## config.mk

```make
export PLATFORM = sky130hd
export DESIGN_NAME = bba_ctrl
export DESIGN_NICKNAME = d
export VERILOG_FILES = /design/src/rtl/core/bba_pkg.sv /design/src/rtl/core/bba_ctrl.sv
export SDC_FILE = /design/constraint.sdc
export NUM_CORES = 1
export LEC_CHECK = 0
export BUFFER_PORTS_ARGS = -buffer_cell sky130_fd_sc_hd__buf_2
export CAP_MARGIN = 10
export CELL_PAD_IN_SITES_DETAIL_PLACEMENT = 1
export CELL_PAD_IN_SITES_GLOBAL_PLACEMENT = 1
export CORE_ASPECT_RATIO = 1.1
export CORE_MARGIN = 5
export CORE_UTILIZATION = 38
export DETAILED_ROUTE_END_ITERATION = 8
export PLACE_DENSITY_LB_ADDON = 0.12
export SYNTH_ARGS = -nofsm -noshare
export SYNTH_HDL_FRONTEND = slang
export SYNTH_SLANG_ARGS = --single-unit
```

## constraint.sdc

```tcl
create_clock -name clock -period 2.13 [get_ports clock]
set_input_delay 0.213 -clock clock [delete_from_list [all_inputs] [get_ports clock]]
set_output_delay 0.213 -clock clock [all_outputs]
set_load 0.01 [all_outputs]
```

## src/rtl/core/bba_pkg.sv

```systemverilog
// Shared types, constants and codes for the buddy block allocator.
// Used by bba_ctrl, bba_dpath and buddy_block_allocator_core.
package bba_pkg;

   // Tree geometry
   localparam int LEAF_COUNT = 1024;
   localparam int LEVELS     = $clog2(LEAF_COUNT + 1) - 1;
   localparam int NODE_COUNT = 2 << LEVELS;
   localparam int NODE_W     = LEVELS + 1;
   localparam int DEPTH_W    = $clog2(LEVELS + 1);
   localparam int LFO_W      = $clog2(LEVELS + 2);
   localparam int EXP_W      = 7;

   // Field widths
   localparam int ADDR_W     = 48;
   localparam int SIZE_W     = 41;
   localparam int BSIZE_W    = 31;
   localparam int SO_W       = 5;
   localparam int MODE_W     = 2;
   localparam int STAT_W     = 3;
   localparam int CSR_IDX_W  = 1;
   localparam int REQ_DATA_W = ((SIZE_W + ADDR_W + 7) / 8) * 8;
   localparam int RSP_DATA_W = ((ADDR_W + BSIZE_W + 7) / 8) * 8;

   // Register indexes
   localparam logic [CSR_IDX_W-1:0] CSR_SMALLEST_ORDER = 1'b0;
   localparam logic [CSR_IDX_W-1:0] CSR_REGION_BASE    = 1'b1;
   localparam logic [SO_W-1:0]      SO_RESET           = 5'd12;

   // Request kinds
   localparam logic [MODE_W-1:0] MODE_ALLOC  = 2'd0;
   localparam logic [MODE_W-1:0] MODE_FREE   = 2'd1;
   localparam logic [MODE_W-1:0] MODE_LENGTH = 2'd2;

   // Status codes
   localparam logic [STAT_W-1:0] ST_OK        = 3'd0;
   localparam logic [STAT_W-1:0] ST_BAD_SIZE  = 3'd1;
   localparam logic [STAT_W-1:0] ST_NO_SPACE  = 3'd2;
   localparam logic [STAT_W-1:0] ST_NOT_FOUND = 3'd3;
   localparam logic [STAT_W-1:0] ST_NOT_ALLOC = 3'd4;

   // Node states
   typedef logic [1:0] nstate_type;
   localparam nstate_type NS_UNUSED = 2'd0;
   localparam nstate_type NS_FREE   = 2'd1;
   localparam nstate_type NS_SPLIT  = 2'd2;
   localparam nstate_type NS_ALLOC  = 2'd3;

   // One tree node word: state and largest free order below it
   typedef struct packed {
      nstate_type       st;
      logic [LFO_W-1:0] lfo;
   } node_type;

   // Datapath operations
   typedef enum logic [4:0] {
      OP_NONE,
      OP_CLEAR,
      OP_LOAD,
      OP_RD_ROOT,
      OP_TAKE_ROOT,
      OP_RD_KIDS,
      OP_DESCEND,
      OP_WR_SPLIT,
      OP_WR_BUDDY,
      OP_WR_LEAF,
      OP_MARK,
      OP_RD_SIB,
      OP_MERGE_N,
      OP_MERGE_SIB,
      OP_WR_FREE,
      OP_RD_UP,
      OP_UP,
      OP_RESULT
   } op_type;

   typedef struct packed {
      op_type            op;
      logic [STAT_W-1:0] status;
   } cmd_type;

   typedef struct packed {
      logic              clear_done;
      logic [MODE_W-1:0] mode;
      logic              bad_size;
      logic              k_big;
      logic              out_range;
      logic              no_space;
      logic              cur_split;
      logic              need_split;
      logic              found_bad;
      logic              cur_alloc;
      logic              at_root;
      logic              sib_free;
   } flags_type;

endpackage

```

## src/rtl/core/bba_ctrl.sv

```systemverilog
// Sequencer of the buddy allocator: clearing pass, tree walks, result handoff.
// Depends on bba_pkg; commands bba_dpath and reads its flags.
module bba_ctrl (
   input  logic                       clock,
   input  logic                       reset,
   input  logic                       req_tvalid,
   output logic                       req_tready,
   output logic                       rsp_tvalid,
   input  logic                       rsp_tready,
   input  bba_pkg::flags_type         flags,
   output bba_pkg::cmd_type           cmd
);
   import bba_pkg::*;

   typedef enum logic [15:0] {
      S_CLEAR  = 16'h0001,
      S_IDLE   = 16'h0002,
      S_CHECK  = 16'h0004,
      S_ROOT   = 16'h0008,
      S_DESC   = 16'h0010,
      S_KIDS   = 16'h0020,
      S_FOUND  = 16'h0040,
      S_SPLIT  = 16'h0080,
      S_BUDDY  = 16'h0100,
      S_LEAF   = 16'h0200,
      S_SIB_RD = 16'h0400,
      S_SIB    = 16'h0800,
      S_MERGE  = 16'h1000,
      S_START  = 16'h2000,
      S_UP     = 16'h4000,
      S_RESULT = 16'h8000
   } state_type;

   state_type         state_ff, state_in;
   logic [STAT_W-1:0] status_ff, status_in;
   logic              rsp_valid_ff, rsp_valid_in;
   logic              up_pending_ff, up_pending_in;

   // Next state and command
   always_comb begin
      state_in      = state_ff;
      status_in     = status_ff;
      up_pending_in = up_pending_ff;
      cmd.op        = OP_NONE;
      cmd.status    = status_ff;
      rsp_valid_in  = rsp_valid_ff && !rsp_tready;
      req_tready    = 1'b0;
      case (state_ff)
         S_CLEAR: begin
            cmd.op = OP_CLEAR;
            if (flags.clear_done) state_in = S_IDLE;
         end
         S_IDLE: begin
            req_tready = 1'b1;
            if (req_tvalid) begin
               cmd.op   = OP_LOAD;
               state_in = S_CHECK;
            end
         end
         S_CHECK: begin
            cmd.op   = OP_RD_ROOT;
            state_in = S_ROOT;
            if (flags.mode == MODE_ALLOC) begin
               if (flags.bad_size || flags.k_big) begin
                  status_in = ST_BAD_SIZE;
                  state_in  = S_RESULT;
               end
            end else if (flags.mode == MODE_FREE || flags.mode == MODE_LENGTH) begin
               if (flags.out_range) begin
                  status_in = ST_NOT_FOUND;
                  state_in  = S_RESULT;
               end
            end else begin
               status_in = ST_NOT_FOUND;
               state_in  = S_RESULT;
            end
         end
         S_ROOT: begin
            cmd.op   = OP_TAKE_ROOT;
            state_in = S_DESC;
            if (flags.mode == MODE_ALLOC && flags.no_space) begin
               status_in = ST_NO_SPACE;
               state_in  = S_RESULT;
            end
         end
         S_DESC: begin
            if (flags.cur_split) begin
               cmd.op   = OP_RD_KIDS;
               state_in = S_KIDS;
            end else begin
               state_in = S_FOUND;
            end
         end
         S_KIDS: begin
            cmd.op   = OP_DESCEND;
            state_in = S_DESC;
         end
         S_FOUND: begin
            if (flags.mode == MODE_ALLOC) begin
               state_in = flags.need_split ? S_SPLIT : S_LEAF;
            end else if (flags.found_bad) begin
               status_in = ST_NOT_FOUND;
               state_in  = S_RESULT;
            end else if (flags.mode == MODE_LENGTH) begin
               cmd.op    = OP_MARK;
               status_in = ST_OK;
               state_in  = S_RESULT;
            end else if (!flags.cur_alloc) begin
               status_in = ST_NOT_ALLOC;
               state_in  = S_RESULT;
            end else begin
               cmd.op   = OP_MARK;
               state_in = S_SIB_RD;
            end
         end
         S_SPLIT: begin
            cmd.op   = OP_WR_SPLIT;
            state_in = S_BUDDY;
         end
         S_BUDDY: begin
            cmd.op   = OP_WR_BUDDY;
            state_in = S_FOUND;
         end
         S_LEAF: begin
            cmd.op        = OP_WR_LEAF;
            up_pending_in = 1'b0;
            state_in      = S_UP;
         end
         S_SIB_RD: begin
            if (flags.at_root) begin
               state_in = S_START;
            end else begin
               cmd.op   = OP_RD_SIB;
               state_in = S_SIB;
            end
         end
         S_SIB: begin
            if (flags.sib_free) begin
               cmd.op   = OP_MERGE_N;
               state_in = S_MERGE;
            end else begin
               state_in = S_START;
            end
         end
         S_MERGE: begin
            cmd.op   = OP_MERGE_SIB;
            state_in = S_SIB_RD;
         end
         S_START: begin
            cmd.op        = OP_WR_FREE;
            up_pending_in = 1'b0;
            state_in      = S_UP;
         end
         S_UP: begin
            // alternate parent read and parent write up to the root
            if (up_pending_ff) begin
               cmd.op        = OP_UP;
               up_pending_in = 1'b0;
            end else if (flags.at_root) begin
               status_in = ST_OK;
               state_in  = S_RESULT;
            end else begin
               cmd.op        = OP_RD_UP;
               up_pending_in = 1'b1;
            end
         end
         S_RESULT: begin
            if (!rsp_valid_ff || rsp_tready) begin
               cmd.op       = OP_RESULT;
               rsp_valid_in = 1'b1;
               state_in     = S_IDLE;
            end
         end
         default: begin
            state_in = S_IDLE;
         end
      endcase
   end

   always_ff @(posedge clock) begin
      if (reset) begin
         state_ff      <= S_CLEAR;
         status_ff     <= ST_OK;
         rsp_valid_ff  <= 1'b0;
         up_pending_ff <= 1'b0;
      end else begin
         state_ff      <= state_in;
         status_ff     <= status_in;
         rsp_valid_ff  <= rsp_valid_in;
         up_pending_ff <= up_pending_in;
      end
   end

   assign rsp_tvalid = rsp_valid_ff;

   // A new result only appears after the result state
   a_rsp_source: assert property (@(posedge clock) disable iff (reset)
      $rose(rsp_valid_ff) |-> $past(state_ff == S_RESULT))
      else $error("response raised outside the result state");

   // No request is taken before the clearing pass ends
   a_clear_first: assert property (@(posedge clock) disable iff (reset)
      (state_ff == S_CLEAR) |=> (state_ff == S_CLEAR || state_ff == S_IDLE))
      else $error("clearing pass left early");

   // A parent read is always followed by its write
   a_up_pair: assert property (@(posedge clock) disable iff (reset)
      (cmd.op == OP_RD_UP) |=> (cmd.op == OP_UP))
      else $error("parent read without refresh write");

endmodule

```

Word-level counts from Yosys, hierarchy flattened:

Cells that the tools add are included.

* flip-flop bits (word level): 21

* equality and inequality tests: 28
* multiplexer cells: 49
* reduce and logical (&&, ||, !) cells: 13

Operator list (count)
* $pmux 16 s15: 1
* $mux 16: 14
* $pmux 5 s16: 1
* $mux 3: 12
* $mux 14: 2
* $mux 4: 7
* $eq 16x1->1 const B: 1
* $eq 16x10->1 const B: 1
* $eq 16x11->1 const B: 1
* $eq 16x12->1 const B: 1
* $eq 16x13->1 const B: 1
* $eq 16x14->1 const B: 1
* $eq 16x15->1 const B: 1
* $eq 16x16->1 const B: 1
* $eq 16x2->1 const B: 1
* $eq 16x3->1 const B: 1
* $eq 16x4->1 const B: 1
* $eq 16x5->1 const B: 1
* $eq 16x6->1 const B: 1
* $eq 16x7->1 const B: 1
* $eq 16x8->1 const B: 1
* $eq 16x9->1 const B: 1
* $ne 2x2->1 const B: 7
* $pmux 3 s4: 1
* 19 further kinds: 29

Longest topological paths before layout:

Gate-level depths: netlist of the first run.

* word-level depth: 5
* depth in mapped cells: 8
* gate-level depth less buffers: 7

Worst setup path after synthesis of the first run:

OpenSTA, ideal clock, no wires.

* path kind: register to output
* start point: register state_ff[11]
* end point: output port cmd[3] (netlist name)
* arrival: 1891 ps
* data required time: 1917 ps
* setup slack: 26 ps
* cell stages (with the launch flop): 8
* buffers on the path: 2
* cells stage by stage: dfxtp_1 buf_6 or4_1 buf_2 nor4_1 a41o_1 a2111oi_0 o21ai_1

RTL lines
* from (decl): RTL line bba_ctrl.sv:34 `state_type state_ff, state_in;`
* from (signal assigned): RTL line bba_ctrl.sv:187 `state_ff <= state_in;`
* to (decl): RTL line bba_ctrl.sv:11 `output bba_pkg::cmd_type cmd`

==> impl_metrics.ini, run 1 <==
[run_status]
outcome = complete, but fails checks
violations = setup timing

[critical_path]
path_class = reg -> out
worstPathArrival_ps = 2180
cp_max_fo = 4
cp-endpoint = cmd[4]
start_kind = flop
r2r_start = state_ff[7]
crit_required_ps = 1920
rrSetupSlack_ps = -160
rr_endpoint = status_ff[0]
ff2ff_path_depth = 7
cp-end-kind = primary output
critPathLaunch = state_ff[15]

[synth]
synth_top_family_by_area = simple AND/OR/NAND/NOR gates
synthesis.area_um2 = 1660
synth_edf_count = 0
ys.flop_type = dfxtp_1
yosysWarnings = 0
synthSimpleGateAreaFrac = 0.426
syn_nets = 222
yosys.area.top_type = dfxtp_1
synthArstFlopShare = 0
yosys.area_share.adder = 0.0150
synthMuxAreaShare = 0.0188
synth_area_per_cell_um2 = 8.19
synth_top_area_frac = 0.253
synth_area_leaders = dfxtp_1 (25%), nor2_1 (5.0%), nor4b_1 (3.7%)
synth-seq-cells = 21
ys_types = 53
synth_compound_area_frac = 0.150
ys_seq_area_frac = 0.253
synthCells = 203
synthXorXnorAreaFrac = 0.0369

[sta]
maxSlewHeadroom = 0.702
final.setup.tns_ps = -1650
fin_worst_skew_ps = 8.18
post-route-min-period_ps = 2390
worst_slew_pin_slew_ps = 441
worst_slack_ps = -259
rsz0062_at_grt = yes
finalHoldViolCount = 0
period_share = 1.12
final_max_slew_viol_count = 0
setup-violations-final = 11
fmax_ghz = 0.419

[cts]
insertion_delay_ps = 300
root_buffer = clkbuf_8
cts_tree = built
cts.sinks = 21
cts_buffers = 3
clock_path_buffers = 2
clk_pin_slew_worst_paths_ps = 90
cts_hold_buf = 0
htreeDepth = 1

[power_and_ir_drop]
power_frac_comb = 0.293
total_power_mw = 1.02
p_leak_nw = 1.17
p_sw_frac = 0.337
p_per_area_nw_per_um2 = 382
seq_power_share = 0.404
p_int_uw = 675
vdd_drop_max_mv = 0.206
clkPwrFrac = 0.303
power.switching_uw = 344

[run]
drv_cap = 0

[grt]
grt.overflow.total = 0
antenna_found_initial = 0
grt_pass1_vias = 2337
grt_max_degree = 14
grt_pass1_wl_um = 12000
track_usage = 0.274

[min_path]
hold_class = in -> reg

[detailed_routing]
drt-total-wl_um = 8370
drc = 0
routedWlPerCell_um = 24.1
viasPerCell = 6.13
dr.pass1.iters = 4
drt_iter0_markers = 158
vias = 2126
postRouteAntennaNets = 0

[place]
numPortBuffers = 26
post-dp-hpwl_um = 5090
place.gp.congestion = 0.951

[floorplanning]
fp.coreArea_um2 = 4250
initial_core_util = 0.391
die_area_um2 = 5800
die_h_um = 79.4
pin_count = 27
fp.dieW_um = 73.1
core.rowCount = 25

[finish]
final_layout_size_suffix_gt1_frac = 0.587
syn2layout_area_growth_pct = 60.3
final_cell_mix = buf_4 (71), buf_2 (25), nor2_1 (19)
final_common_cell = buf_4
num_antenna_cells = 0
finalNetCount = 313
fillers = 512
power groups by stage:
stage	registers [mW]	clock network [mW]	logic, mW
6_report	0.411	0.309	0.299
3_5_place_dp	0.418	0	0.216
4_1_cts	0.412	0.298	0.255
5_1_grt	0.413	0.320	0.317
2_1_floorplan	0.412	0	0.119
3_3_place_gp	0.417	0	0.206
per-stage QoR:
| step | instances | instance area [um2] | hold slack (ps) | utilization | worst slack, ps |
|---|---|---|---|---|---|
| 2_1_floorplan | 203 | 1660 | 290 | - | 25.7 |
| 3_3_place_gp | 320 | 2140 | 417 | 0.504 | -67.3 |
| 3_5_place_dp | 320 | 2140 | 425 | 0.504 | -124 |
| 4_1_cts | 341 | 2510 | 118 | 0.590 | -196 |
| 5_1_grt | 347 | 2670 | 90.9 | 0.626 | -323 |
| 6_report | 347 | 2670 | 87.8 | 0.626 | -259 |
cell type report:
cell class,count,area (um2),area share
Timing Repair Buffer,105,759,0.285
Clock buffer,4,45.0,0.0169
Multi-Input combinational cell,155,1320,0.493
Sequential cell,21,448,0.168
Inverter,8,30.0,0.0113
Tap cell,54,67.6,0.0254
per-layer routing:
metal | global-route usage | wire [um] | up-vias
li1 | - | - | 950
met1 | 0.294 | 3320 | 1057
met2 | 0.482 | 4260 | 91
met3 | 0.0617 | 423 | 28
met4 | 0.157 | 368 | 0
met5 | 0 | 0 | -
kinds of logic after synthesis:
family | Yosys count
and+or+nand+nor | 110
AOI/OAI and AO/OA | 33
buffers and inverters | 27
DFF | 21
xor gates and xnor gates | 7
muxes | 3
adders and majority gates | 2
worst min-delay path by stage:
stage	slack, ps	depth (start not counted)	to	startpoint
after CTS	120	2	state_ff[9]	flags[4]
after global routing	90	2	state_ff[9]	flags[4]
after global placement	420	2	state_ff[9]	flags[4]
final	90	2	state_ff[9]	flags[4]
after detailed placement	430	2	state_ff[9]	flags[4]
after floorplan	290	1	state_ff[9]	flags[4]
critical path, cell delays in order (launching register included):
cell and delay [ps]:
dfxtp_4 370, buf_4 140, buf_6 120, nor4b_4 300, buf_4 190, a32oi_1 120
nor2_2 240, a31oi_1 100, o2111ai_2 110, buf_2 180
flip-flops by register name, summed over array words and instances (netlist names):
register,count
up_pending_ff,1
status_ff,3
state_ff,16
rsp_tvalid,1
what timing repair did:
item                                    in CTS  in global routing
setup buffers                               17                  8
endpoints found under the setup margin      10                 15
gates resized for setup                     48                 31
endpoints found under the hold margin        0                  0
pin swaps                                   19                 16
cell usage after synthesis (7+ instances only):
master / count
inv_1: 8
nor4b_1: 7
nor3_1: 11
nand2_1: 11
nand4_1: 7
nor4_1: 7
nand3_1: 8
dfxtp_1: 21
a21oi_1: 8
buf_2: 9
nor2_1: 22
Power figures use the tool's default switching activity.
==> run 2: changes to the inputs <==
--- a/config.mk
+++ b/config.mk
@@ -5,14 +5,14 @@
 export SDC_FILE = /design/constraint.sdc
 export NUM_CORES = 1
 export LEC_CHECK = 0
-export BUFFER_PORTS_ARGS = -buffer_cell sky130_fd_sc_hd__buf_2
 export CAP_MARGIN = 10
 export CELL_PAD_IN_SITES_DETAIL_PLACEMENT = 1
 export CELL_PAD_IN_SITES_GLOBAL_PLACEMENT = 1
 export CORE_ASPECT_RATIO = 1.1
-export CORE_MARGIN = 5
-export CORE_UTILIZATION = 38
+export CORE_MARGIN = 2
+export CORE_UTILIZATION = 42
 export DETAILED_ROUTE_END_ITERATION = 8
+export DONT_BUFFER_PORTS = 1
 export PLACE_DENSITY_LB_ADDON = 0.12
 export SYNTH_ARGS = -nofsm -noshare
 export SYNTH_HDL_FRONTEND = slang
==> impl_metrics.ini, run 2 (synthesized netlist as in run 1, its figures left out) <==
[sta]
finalHoldViolCount = 0
post-route-min-period_ps = 2360
worst_slew_pin_slew_ps = 712
worst_slack_ps = -235
final_max_slew_viol_count = 0
fmax_ghz = 0.423
maxSlewHeadroom = 0.522
fin_worst_skew_ps = 3.58
rsz0062_at_grt = yes
holdWs_ps = 2.82
period_share = 1.11
setup-violations-final = 17

[detailed_routing]
routedWlPerCell_um = 26.8
drt_iter0_markers = 244
drc = 0
vias = 2060
postRouteAntennaNets = 0
dr.pass1.iters = 4
drt-total-wl_um = 8430
viasPerCell = 6.54

[place]
dp_slack_ps = -28.9
post-dp-hpwl_um = 4850
place.gp.congestion = 0.948
numPortBuffers = 0

[grt]
grt_pass1_vias = 2108
antenna_found_initial = 0
track_usage = 0.322
grt.overflow.total = 0
grt_max_degree = 13
grt_pass1_wl_um = 11200

[cts]
cts_tree = built
root_buffer = clkbuf_8
clock_path_buffers = 2
cts.sinks = 21
htreeDepth = 1
insertion_delay_ps = 270
clk_pin_slew_worst_paths_ps = 90
cts_buffers = 3

[critical_path]
worstPathArrival_ps = 2150
cp_top_family = compound AO/OA/AOI/OAI gates
start_kind = flop
path_class = reg -> out
cp_max_fo = 6
crit_required_ps = 1920
critPathBufInv = 2
cp-end-kind = primary output
crit_path_max_incr_delay_ps = 530
path_cells = or4_4, buf_6, nor3_2, a41o_1, a2111oi_1, buf_4, o21ai_2
slowest_stage = a2111oi_1

[finish]
seqCellArea_um2 = 444
num_antenna_cells = 0
fillers = 424
top_register = state_ff
syn2layout_area_growth_pct = 47.8
finalNetCount = 285
largest_reg_flops = 16
multi_input_area_um2 = 1250
final_common_cell = buf_4
final_layout_size_suffix_gt1_frac = 0.509
final_cell_mix = buf_4 (68), nor2_1 (20), dfxtp_1 (10)
largestRegisters = state_ff: 16 flops, status_ff: 3 flops

[floorplanning]
die_h_um = 70.0
initial_core_util = 0.448
pin_count = 27
fp.coreArea_um2 = 3710
die_area_um2 = 4480
core.rowCount = 23
fp.dieW_um = 64.0

[min_path]
hold_class = in -> reg

[power_and_ir_drop]
p_int_uw = 681
power_frac_comb = 0.302
vdd_drop_max_mv = 0.341
seq_power_share = 0.409
clkPwrFrac = 0.289
power.switching_uw = 322
p_sw_frac = 0.321
p_leak_nw = 1.04
p_per_area_nw_per_um2 = 408
total_power_mw = 1.00

[run]
drv_cap = 0

[run_status]
outcome = complete, but fails checks
violations = setup timing
## run 2: changes by cell type in the layout (fill, tap and decap cells not counted), sizes merged
cell / before / now
dlygate4sd3: 0 / 1
buf: 105 / 76
## run 2: path summary, 6_finish.rpt
kind,startpoint,endpoint,slack [ps],depth (start not counted)
worst max-delay path,state_ff[14],cmd[3],-230,7
worst min-delay path,reset,rsp_tvalid,3,1
worst max register to register,state_ff[6],state_ff[15],-130,9
worst min register to register,status_ff[1],status_ff[1],510,2
## run 2: what timing repair did
action / in CTS / in global routing
endpoints found under the setup margin: 8 / 15
gates resized for setup: 33 / 28
hold buffers: 1 / 0
endpoints found under the hold margin: 2 / 0
setup buffers: 5 / 12
pin swaps: 6 / 13
## run 2: metrics by stage
| stage | cells | TNS, ps | util | instance area, um2 |
|---|---|---|---|---|
| floorplan | 203 | 0 | - | 1660 |
| finish | 315 | -1700 | 0.662 | 2460 |
| detailed placement | 293 | -28.9 | 0.547 | 2030 |
| CTS | 303 | -723 | 0.608 | 2260 |
| global route | 315 | -2830 | 0.662 | 2460 |
| global placement | 293 | 0 | 0.547 | 2030 |
## run 2: power by group through the flow
stage               combinational (mW)  clock [mW]  sequential (mW)
CTS                              0.248       0.285            0.412
global placement                 0.197           0            0.418
detailed placement               0.203           0            0.419
finish                           0.303       0.290            0.410
global route                     0.311       0.297            0.410
floorplan                        0.119           0            0.412
## run 2: metal layers
layer / share of wire / vias up / global-route usage
li1: - / 890 / -
met1: 0.40 / 1025 / 0.382
met2: 0.49 / 104 / 0.568
met3: 0.055 / 41 / 0.0435
met4: 0.052 / 0 / 0.140
met5: 0 / - / 0
## run 2: area by class of cell
type | count | area share
multi-input cells | 155 | 0.510
well taps | 50 | 0.0255
inverters | 8 | 0.0132
clock buffers | 4 | 0.0183
flip-flops and latches | 21 | 0.181
repair buffers | 77 | 0.252
